File: config.mk
export PLATFORM = sky130hd
export DESIGN_NAME = recurrence_byte_checksum_flat
export DESIGN_NICKNAME = d
export VERILOG_FILES = /design/src/rtl/core/rbc_pkg.sv /design/src/rtl/core/rbc_in_if.sv /design/src/rtl/core/rbc_out_if.sv /design/src/rtl/core/recurrence_byte_checksum.sv /design/src/rtl/core/rbc_fold.sv /design/src/rtl/core/rbc_out_reg.sv /design/src/flat_wrapper.sv
export SDC_FILE = /design/constraint.sdc
export NUM_CORES = 1
export LEC_CHECK = 0
export BUFFER_PORTS_ARGS = -buffer_cell sky130_fd_sc_hd__clkbuf_2
export CORE_UTILIZATION = 67
export DETAILED_ROUTE_END_ITERATION = 7
export PLACE_DENSITY = 0.95
export SKIP_CTS_REPAIR_TIMING = 1
export SYNTH_ARGS = -nofsm -noshare
export SYNTH_HDL_FRONTEND = slang
export SYNTH_SLANG_ARGS = --single-unit
export TNS_END_PERCENT = 20
File: constraint.sdc
create_clock -name clk -period 18.3 [get_ports clk]
set_input_delay 3.66 -clock clk [delete_from_list [all_inputs] [get_ports clk]]
set_output_delay 3.66 -clock clk [all_outputs]
set_load 0.03 [all_outputs]
File: src/rtl/core/rbc_pkg.sv
`timescale 1ns / 1ps
`default_nettype none

package rbc_pkg;

	// One recurrence term, always held below the fold modulus.
	typedef logic [15:0] term_t;

	// Byte index, kept modulo 256.
	typedef logic [7:0] index_t;

	// One result transaction as it waits in the output register.
	typedef struct packed {
		term_t checksum;
		logic  checksum_nonzero;
	} result_t;

	localparam term_t  FirstOffset = 16'd7;
	localparam index_t AlphaMul    = 8'd17;
	localparam index_t BetaMul     = 8'd31;
	localparam term_t  FoldMod     = 16'hFFFF;
	localparam term_t  PrevReset   = 16'd1;

endpackage

`default_nettype wire

File: src/rtl/core/rbc_in_if.sv
`timescale 1ns / 1ps
`default_nettype none

// Byte stream channel: one message byte and its end marker per transaction.
interface rbc_in_if;
	logic       valid;
	logic       ready;
	logic [7:0] data_byte;
	logic       last_byte;

	modport source (output valid, output data_byte, output last_byte, input ready);
	modport sink (input valid, input data_byte, input last_byte, output ready);
endinterface

`default_nettype wire

File: src/rtl/core/rbc_out_if.sv
`timescale 1ns / 1ps
`default_nettype none

// Result channel: one checksum and its nonzero flag per transaction.
interface rbc_out_if;
	logic        valid;
	logic        ready;
	logic [15:0] checksum;
	logic        checksum_nonzero;

	modport source (output valid, output checksum, output checksum_nonzero, input ready);
	modport sink (input valid, input checksum, input checksum_nonzero, output ready);
endinterface

`default_nettype wire

File: src/rtl/core/recurrence_byte_checksum.sv
`timescale 1ns / 1ps
`default_nettype none

// Recurrence byte checksum.
// Bytes of a message arrive on byte_stream, one per transaction, with
// last_byte set on the final byte. Each byte is folded into a second-order
// recurrence modulo 65535; after the last byte one transaction on result
// carries the 16-bit checksum and a flag that is set when it is nonzero.
// Bytes without last_byte produce no result transaction.
// Throughput: one byte per cycle, except while a last byte waits in the
// input register for a full output register. A byte lands in the input
// register when it is accepted and is then folded into the term registers;
// a last byte's checksum then passes into the output register on result.
// The cycle time is set by the multiply-subtract-fold path that
// feeds the term registers back into themselves.
// Reset clears the input and output registers and puts the recurrence in
// its start state; the block then accepts bytes at once.
// While result is stalled, the output register holds its checksum. Ordinary
// bytes keep flowing; a last byte that finds the output register full waits
// in the input register, and byte_stream.ready drops until the result
// transaction completes.
module recurrence_byte_checksum (
	input  wire logic clk,
	input  wire logic arst_n,
	rbc_in_if.sink    byte_stream,
	rbc_out_if.source result
);

	logic              valid_s1;
	logic [7:0]        data_s1;
	logic              last_s1;
	rbc_pkg::term_t    prev_q;
	rbc_pkg::term_t    curr_q;
	rbc_pkg::index_t   idx_q;
	logic              started_q;
	logic              can_push;
	logic              fire_s1;
	logic              push;
	rbc_pkg::term_t    next_term;
	rbc_pkg::term_t    new_curr;
	rbc_pkg::result_t  push_data;

	// Stage 1 advances unless it holds a last byte that the output cannot take.
	assign fire_s1           = valid_s1 && (!last_s1 || can_push);
	assign byte_stream.ready = !valid_s1 || fire_s1;
	assign push              = fire_s1 && last_s1;

	// Input register.
	always_ff @(posedge clk or negedge arst_n) begin
		if (!arst_n) begin
			valid_s1 <= 1'b0;
		end else if (byte_stream.ready) begin
			valid_s1 <= byte_stream.valid;
		end
	end

	always_ff @(posedge clk) begin
		if (byte_stream.valid && byte_stream.ready) begin
			data_s1 <= byte_stream.data_byte;
			last_s1 <= byte_stream.last_byte;
		end
	end

	// Recurrence step for the byte in stage 1.
	rbc_fold u_fold (
		.data_byte  (data_s1),
		.byte_index (idx_q),
		.curr_term  (curr_q),
		.prev_term  (prev_q),
		.next_term  (next_term)
	);

	// The first byte of a message seeds the current term directly.
	assign new_curr = started_q ? next_term : (16'(data_s1) + rbc_pkg::FirstOffset);

	assign push_data.checksum         = new_curr;
	assign push_data.checksum_nonzero = (new_curr != '0);

	// Recurrence state; a last byte returns it to the start state.
	always_ff @(posedge clk or negedge arst_n) begin
		if (!arst_n) begin
			prev_q    <= rbc_pkg::PrevReset;
			curr_q    <= '0;
			idx_q     <= '0;
			started_q <= 1'b0;
		end else if (fire_s1) begin
			if (last_s1) begin
				prev_q    <= rbc_pkg::PrevReset;
				curr_q    <= '0;
				idx_q     <= '0;
				started_q <= 1'b0;
			end else if (!started_q) begin
				prev_q    <= rbc_pkg::PrevReset;
				curr_q    <= new_curr;
				idx_q     <= 8'd1;
				started_q <= 1'b1;
			end else begin
				prev_q    <= curr_q;
				curr_q    <= new_curr;
				idx_q     <= idx_q + 8'd1;
				started_q <= 1'b1;
			end
		end
	end

	// Result register.
	rbc_out_reg u_out_reg (
		.clk       (clk),
		.arst_n    (arst_n),
		.push      (push),
		.push_data (push_data),
		.can_push  (can_push),
		.result    (result)
	);

`ifndef SYNTHESIS
	// A completed message leaves the recurrence in its start state.
	assert property (@(posedge clk) disable iff (!arst_n)
		push |=> (!started_q && idx_q == '0 && prev_q == rbc_pkg::PrevReset && curr_q == '0))
		else $error("recurrence not returned to start state after last byte");

	// Before the first byte of a message the terms hold their start values.
	assert property (@(posedge clk) disable iff (!arst_n)
		!started_q |-> (prev_q == rbc_pkg::PrevReset && curr_q == '0 && idx_q == '0))
		else $error("start state corrupted");

	// The fold never yields the modulus itself, and the flag matches the value.
	assert property (@(posedge clk) disable iff (!arst_n)
		result.valid |-> (result.checksum != rbc_pkg::FoldMod &&
			result.checksum_nonzero == (result.checksum != '0)))
		else $error("result checksum out of range or flag mismatch");

	// Input backpressure only comes from a last byte waiting on a full output.
	assert property (@(posedge clk) disable iff (!arst_n)
		!byte_stream.ready |-> (valid_s1 && last_s1 && result.valid && !result.ready))
		else $error("input stalled without a pending result");
`endif

endmodule

`default_nettype wire

File: src/rtl/core/rbc_fold.sv
`timescale 1ns / 1ps
`default_nettype none

// One step of the second-order recurrence, folded modulo 65535.
module rbc_fold (
	input  wire logic [7:0]    data_byte,
	input  wire rbc_pkg::index_t byte_index,
	input  wire rbc_pkg::term_t  curr_term,
	input  wire rbc_pkg::term_t  prev_term,
	output rbc_pkg::term_t       next_term
);

	logic [12:0]    alpha_full;
	logic [12:0]    beta_full;
	logic [8:0]     coef_a;
	logic [24:0]    prod_a;
	logic [24:0]    prod_b;
	logic           a_ge_b;
	logic [24:0]    diff;
	rbc_pkg::term_t folded;

	// Reduce a 25-bit value modulo 65535: 2^16 is congruent to 1, so the
	// high and low halves are added and one subtraction finishes the job.
	function automatic rbc_pkg::term_t fold_mod(input logic [24:0] x);
		logic [16:0] s;
		s = 17'(x[24:16]) + 17'(x[15:0]);
		if (s >= 17'(rbc_pkg::FoldMod)) begin
			s = s - 17'(rbc_pkg::FoldMod);
		end
		return s[15:0];
	endfunction

	// Index-dependent coefficients, each taken modulo 256.
	assign alpha_full = 13'(byte_index) * 13'(rbc_pkg::AlphaMul);
	assign beta_full  = 13'(byte_index) * 13'(rbc_pkg::BetaMul);
	assign coef_a     = 9'(data_byte) + 9'(alpha_full[7:0]);

	// Both products in parallel.
	assign prod_a = 25'(coef_a) * 25'(curr_term);
	assign prod_b = 25'(beta_full[7:0]) * 25'(prev_term);

	// A negative difference wraps as (diff + 1) mod 65535, which is
	// 65535 - ((b - a - 1) mod 65535), or zero when that remainder is zero.
	assign a_ge_b = (prod_a >= prod_b);
	assign diff   = a_ge_b ? (prod_a - prod_b) : (prod_b - prod_a - 25'd1);
	assign folded = fold_mod(diff);

	always_comb begin
		if (a_ge_b) begin
			next_term = folded;
		end else if (folded == '0) begin
			next_term = '0;
		end else begin
			next_term = rbc_pkg::FoldMod - folded;
		end
	end

endmodule

`default_nettype wire

File: src/rtl/core/rbc_out_reg.sv
`timescale 1ns / 1ps
`default_nettype none

// Output register that holds one result transaction until the sink takes it.
module rbc_out_reg (
	input  wire logic              clk,
	input  wire logic              arst_n,
	input  wire logic              push,
	input  wire rbc_pkg::result_t  push_data,
	output logic                   can_push,
	rbc_out_if.source              result
);

	logic              valid_q;
	rbc_pkg::result_t  data_q;

	// A new result may enter when the register is empty or drains this cycle.
	assign can_push = !valid_q || result.ready;

	always_ff @(posedge clk or negedge arst_n) begin
		if (!arst_n) begin
			valid_q <= 1'b0;
		end else if (push) begin
			valid_q <= 1'b1;
		end else if (result.ready) begin
			valid_q <= 1'b0;
		end
	end

	always_ff @(posedge clk) begin
		if (push) begin
			data_q <= push_data;
		end
	end

	assign result.valid            = valid_q;
	assign result.checksum         = data_q.checksum;
	assign result.checksum_nonzero = data_q.checksum_nonzero;

endmodule

`default_nettype wire
File: src/flat_wrapper.sv
// flat-port wrapper written by rule: the top's interface ports become plain ports
module recurrence_byte_checksum_flat 
  (clk, arst_n, byte_stream_valid, byte_stream_data_byte, byte_stream_last_byte, byte_stream_ready, result_valid, result_checksum, result_checksum_nonzero, result_ready);
  rbc_in_if byte_stream_i ();
  rbc_out_if result_i ();
  input  wire logic clk;
  input  wire logic arst_n;
  input wire logic [$bits(byte_stream_i.valid)-1:0] byte_stream_valid;
  input wire logic [$bits(byte_stream_i.data_byte)-1:0] byte_stream_data_byte;
  input wire logic [$bits(byte_stream_i.last_byte)-1:0] byte_stream_last_byte;
  output wire logic [$bits(byte_stream_i.ready)-1:0] byte_stream_ready;
  output wire logic [$bits(result_i.valid)-1:0] result_valid;
  output wire logic [$bits(result_i.checksum)-1:0] result_checksum;
  output wire logic [$bits(result_i.checksum_nonzero)-1:0] result_checksum_nonzero;
  input wire logic [$bits(result_i.ready)-1:0] result_ready;
  assign byte_stream_i.valid = byte_stream_valid;
  assign byte_stream_i.data_byte = byte_stream_data_byte;
  assign byte_stream_i.last_byte = byte_stream_last_byte;
  assign byte_stream_ready = byte_stream_i.ready;
  assign result_valid = result_i.valid;
  assign result_checksum = result_i.checksum;
  assign result_checksum_nonzero = result_i.checksum_nonzero;
  assign result_i.ready = result_ready;
  recurrence_byte_checksum u_core (.clk(clk), .arst_n(arst_n), .byte_stream(byte_stream_i), .result(result_i));
endmodule
; ---- Word level (Yosys, flattened, before mapping)
; Index checks and enable logic that the tools add are counted.
; Widths: inputs -> output; s select.
[op_classes]
n_lt_le_gt_ge = 2
muxes = 13
add_sub_neg = 9
multipliers = 4
reduce_logical = 12
[op_table]
columns = op, n
row1 = $mux 16, 7
row2 = $ge 25x24->1, 1
row3 = $mul 9x16->25, 1
row4 = $mux 25, 1
row5 = $sub 24x25->25, 1
row6 = $sub 25x1->25 const B, 1
row7 = $sub 25x24->25, 1
row8 = $mul 8x16->24, 1
row9 = $add 9x16->17, 1
row10 = $ge 17x16->1 const B, 1
row11 = $logic_not 16->1, 1
row12 = $mul 8x5->8 const B, 2
row13 = $mux 8, 2
row14 = $reduce_bool 16->1, 1
row15 = $sub 16x16->16 const A, 1
row16 = $sub 16x16->16 const B, 1
row17 = $add 8x3->9 const B, 1
row18 = $add 8x8->9, 1
row19 = $add 8x1->8 const B, 1
row20 = $logic_and 1x1->1, 3
row21 = $logic_not 1->1, 3
row22 = $logic_or 1x1->1, 3
row23 = $mux 1, 3
row24 = $reduce_bool 2->1, 1
[word_totals]
ff_bits = 69

; ---- Logic depth before layout (Yosys ltp)
[logic_depth]
word_depth = 14
ltp_mapped = 67
mapped_depth_nobuf = 63

; ---- Modules after synthesis
; Synthesis repeated with hierarchy kept, for this count alone.
[unflattened]
cells_unflattened = 1996
hier_area_um2 = 16696.0
[modules_own_cells]
columns = module, area_per_inst_um2, n_inst, cells_each, seq_area_each_um2
row1 = rbc_fold, 13761.9, 1, 1731, 0.0
row2 = recurrence_byte_checksum, 2376.0, 1, 245, 1322.5
row3 = rbc_out_reg, 558.0, 1, 20, 535.5

; ---- Least setup slack after synthesis
; No wires, ideal clock.
[synth_timing]
path_type = register to register
start = reg u_core.idx_q[1]
end = reg u_core.u_out_reg.data_q (netlist bit u_core.u_out_reg.result.checksum_nonzero), data pin
path_buffers = 5
setup_slack_ps = 4141
path_stages_with_launch = 60
arrival_ps = 13896
cell_sequence = dfrtp_1 > fa_1 > inv_1 > fa_1 > fa_1 > inv_1 > maj3_1 > a21oi_1 > xnor2_1 > and2_1 > fa_1 > inv_1 > fa_1 > inv_1 > fa_1 > inv_1 > fa_1 > inv_1 > [24 not listed] > o21ai_0 > xnor2_1 > ha_1 > o21ai_0 > nor2_1 > o31ai_1 > a21oi_1 > a41oi_1 > o31ai_4 > or3b_4 > xnor2_2 > o41ai_4 > mux2_4 > nor4b_2 > and2_1 > buf_4 > nand2_1 > a2111o_1
[synth_lines]
columns = item, line_no
row1 = start: declaration, recurrence_byte_checksum.sv:34  ; rbc_pkg::index_t idx_q;
row2 = start signal: assignment, recurrence_byte_checksum.sv:100  ; idx_q <= idx_q + 8'd1;
row3 = end signal: assignment, rbc_out_reg.sv:32  ; data_q <= push_data;
row4 = end: declaration, rbc_out_reg.sv:15  ; rbc_pkg::result_t data_q;

==> metrics.log <==
[metrics] post-detailed-route count of antenna-violating nets: 0
[metrics] Bufs on Longest Clock Path: 2
[metrics] Remaining DRCs: 17
[metrics] fin crit share: 0.9004
[metrics] non-filler cells, final: 2209
[metrics] width of the die: 157.7 um
[metrics] slowest library cell on the worst path: sky130_fd_sc_hd__o41ai_4
[metrics] share of post-route cells with drive strength above 1: 0.05397
[metrics] most frequent standard cell in the layout excluding fill and tap cells: sky130_fd_sc_hd__inv_1
[metrics] antenna violations before repair: 0
[metrics] clk_lat worst skew: 350 ps
[metrics] Critical Path RT: 18390 ps
[metrics] cell class contributing the biggest share of worst-path delay: compound AO/OA/AOI/OAI gates
[metrics] number of standard cells after synthesis: 1908
[metrics] via/cell ratio: 6.602
[metrics] actual transition at the worst max-transition pin: 1083 ps
[metrics] routed wire length: 50250 um
[metrics] aggregate global-route resource usage: 0.4173
[metrics] pin count of the biggest net entering global routing: 44
[metrics] Sink Count: 69
[metrics] number of clock buffers inserted by TritonCTS: 9
[metrics] Synthesized Nets: 2287
[metrics] Inst Count DP: 2193
[metrics] startpoint type of the worst setup path: flip-flop
[metrics] Critical Path Source: u_core.idx_q[2]
[metrics] post-route clock skew: 6.753 ps
[metrics] Design Area, Final: 16870 um^2
[metrics] Clock transition at path regs: 60 ps
[metrics] largest fanout of any net on the critical path: 22
[metrics] standard-cell row count: 56
[metrics] prevailing post-synth register cell: sky130_fd_sc_hd__dfrtp_1
[metrics] final hold violations: 0
[metrics] setup repair after global routing missed its margin: no
[metrics] first-pass GRT wire length: 78160 um
[metrics] port bufs: 31
[metrics] post-synthesis average cell area: 8.514 um^2
[metrics] type of the worst min-delay path: flip-flop to flip-flop
[metrics] routed wirelength normalized by instance count: 22.75 um
[metrics] YS warnings: 0
[metrics] number of diodes added for antenna fixing: 0
[metrics] area share of the largest cell type after synthesis: 0.2428
[metrics] Critical R2R Launch: u_core.idx_q[2]
[metrics] failing checks: DRC
[metrics] cell taking the most area after synthesis: sky130_fd_sc_hd__fa_1
[metrics] peak clock frequency supported by timing: 0.06069 GHz
[metrics] critical path capture point type: flip-flop
[metrics] area taken by multi-input logic gates: 12890 um^2
[metrics] area of the core: 23610 um^2
[metrics] hold path start: u_core.idx_q[7]
[metrics] post-layout minimum cycle time: 16480 ps
[metrics] total overflow reported by the global router: 0
[metrics] Final #Nets: 2264
[metrics] cell types with the largest area share after synthesis: sky130_fd_sc_hd__fa_1 24%, sky130_fd_sc_hd__ha_1 13%, sky130_fd_sc_hd__inv_1 7.0%, sky130_fd_sc_hd__dfrtp_1 6.5%, sky130_fd_sc_hd__and2_1 5.3%
[metrics] number of H-tree levels: 3
[metrics] post-detail-place hpwl: 36820 um
[metrics] share of synthesized area occupied by flip-flops and latches: 0.1144
[metrics] register bit total from synthesis: 69
[metrics] Synth async-reset ratio: 0.6232
[metrics] sequential cell area in the final layout: 1858 um^2
[metrics] Root Buffer: sky130_fd_sc_hd__clkbuf_16
[metrics] fill count: 1633
[metrics] gpl congestion: 1.032
[metrics] total iterations of the first detailed-routing run: 8
[metrics] die height: 157.7 um
[metrics] end-of-flow core utilization: 0.7145
[metrics] I/O pin count: 32
[metrics] status: complete, but fails checks
[metrics] Max-cap violations: 0
[metrics] full die area: 24870 um^2
[metrics] summed instance area of the synthesized netlist: 16240 um^2
[metrics] Setup CP Type: flip-flop to flip-flop
[metrics] data arrival time at the worst-slack endpoint: 16570 ps
[metrics] final setup TNS: 0 ps
[metrics] Critical Path Max Stage Delay: 750 ps
[metrics] initial core utilization: 0.6880
[metrics] worst max-slew margin expressed relative to the limit: 0.2777
[metrics] total cell area at the placement stage: 16560 um^2
[metrics] vias after detailed routing: 14580
[metrics] unique cell type count in the Yosys netlist: 92
[metrics] number of global-route vias before repair: 15000
[metrics] Worst Path Buf+Inv: 11
[metrics] number of max-slew violations in the final report: 0
[metrics] total of endpoints with negative setup slack in the final report: 0
[metrics] top library cells by usage in the layout, fill and taps aside: 303 x sky130_fd_sc_hd__inv_1, 201 x sky130_fd_sc_hd__nand2_1, 197 x sky130_fd_sc_hd__fa_1
[metrics] area added between synthesis and finish: 3.859%
[metrics] drt first-iter violations: 1913
[metrics] number of enable flip-flop cells after synthesis: 26
[metrics] clock tree from TritonCTS: built
[metrics] dominant cell type by count on the critical path: sky130_fd_sc_hd__inv_1
-- routing by layer --
metal,part of all wire,global-route usage,up-vias
li1,-,-,6194
met5,0.0026,0.04348,-
met3,0.12,0.1454,320
met1,0.34,0.4760,6953
met4,0.073,0.2797,4
met2,0.46,0.6570,1112
-- cells by family after synthesis --
kind of cell             share of synthesized area
flip-flops                                  0.1144
AO/OA/AOI/OAI                               0.1642
XOR/XNOR                                   0.06971
multiplexers                               0.01101
buffers and inverters                      0.09212
AND/OR/NAND/NOR                             0.1750
adder cells (fa/ha/maj)                     0.3736
-- synthesized netlist by cell type (4+ instances only) --
cell type                    n
sky130_fd_sc_hd__inv_1     303
sky130_fd_sc_hd__nand2_1   201
sky130_fd_sc_hd__fa_1      197
sky130_fd_sc_hd__ha_1      169
sky130_fd_sc_hd__and2_1    137
sky130_fd_sc_hd__a21oi_1   112
sky130_fd_sc_hd__xnor2_1    84
sky130_fd_sc_hd__nor2_1     67
sky130_fd_sc_hd__clkbuf_1   59
sky130_fd_sc_hd__o21ai_0    57
sky130_fd_sc_hd__a21o_1     44
sky130_fd_sc_hd__dfrtp_1    42
sky130_fd_sc_hd__xor2_1     36
sky130_fd_sc_hd__o21bai_1   32
sky130_fd_sc_hd__edfxtp_1   26
sky130_fd_sc_hd__nor3_1     26
sky130_fd_sc_hd__nand3_1    24
sky130_fd_sc_hd__nor2b_1    24
sky130_fd_sc_hd__a22o_1     21
sky130_fd_sc_hd__nand4_1    16
sky130_fd_sc_hd__buf_2      14
sky130_fd_sc_hd__o21a_1     14
sky130_fd_sc_hd__and3_1     13
sky130_fd_sc_hd__mux2i_1    13
sky130_fd_sc_hd__nand2b_1   12
sky130_fd_sc_hd__o31ai_1     9
sky130_fd_sc_hd__a211oi_1    8
sky130_fd_sc_hd__a31o_2      8
sky130_fd_sc_hd__a221oi_1    7
sky130_fd_sc_hd__a31oi_1     7
sky130_fd_sc_hd__nor4_1      7
sky130_fd_sc_hd__a21boi_0    6
sky130_fd_sc_hd__or3_1       5
sky130_fd_sc_hd__a2111o_1    4
sky130_fd_sc_hd__o211ai_1    4
sky130_fd_sc_hd__o21ai_1     4
sky130_fd_sc_hd__o21ba_2     4
sky130_fd_sc_hd__or2_2       4
sky130_fd_sc_hd__xnor2_2     4
-- cell type report --
type / instances / area share
timing repair buffer: 47 / 0.01632
inverter: 304 / 0.06764
multi-input combinational: 1454 / 0.7640
clock buffer: 14 / 0.01758
sequential: 69 / 0.1101
clock inverter: 2 / 0.0006675
tap: 319 / 0.02366
-- worst paths after layout --
kind / endpoint / slack [ps] / cells after the start
worst max-delay path: u_core.u_out_reg.result.checksum_nonzero / 1820 / 62
worst min-delay path: u_core.idx_q[7] / 620 / 1
worst max register to register: u_core.u_out_reg.result.checksum_nonzero / 1820 / 62
worst min register to register: u_core.idx_q[7] / 620 / 1
max in group asynchronous: u_core.curr_q[6] / 14130 / 1
min in group asynchronous: u_core.idx_q[7] / 3500 / 1
-- flip-flops by register name, indices dropped and copies added (netlist names) --
name / flops
u_core.idx_q: 8
u_core.data_s1: 8
u_core.u_out_reg.result.valid: 1
u_core.u_out_reg.result.checksum_nonzero: 1
u_core.prev_q: 16
u_core.started_q: 1
u_core.curr_q: 16
u_core.last_s1: 1
u_core.u_out_reg.result.checksum: 16
u_core.valid_s1: 1
-- stage by stage --
stage / worst slack (ps) / hold WS, ps
global route: 649.2 / 660.2
floorplan: 4141 / 463.9
finish: 1823 / 617.2
detailed placement: 2472 / 573.1
global placement: 2964 / 560.3
CTS: 2207 / 608.9
Power is not shown: default switching activity piles up to over one toggle a cycle in this logic, so the estimate is an artifact.
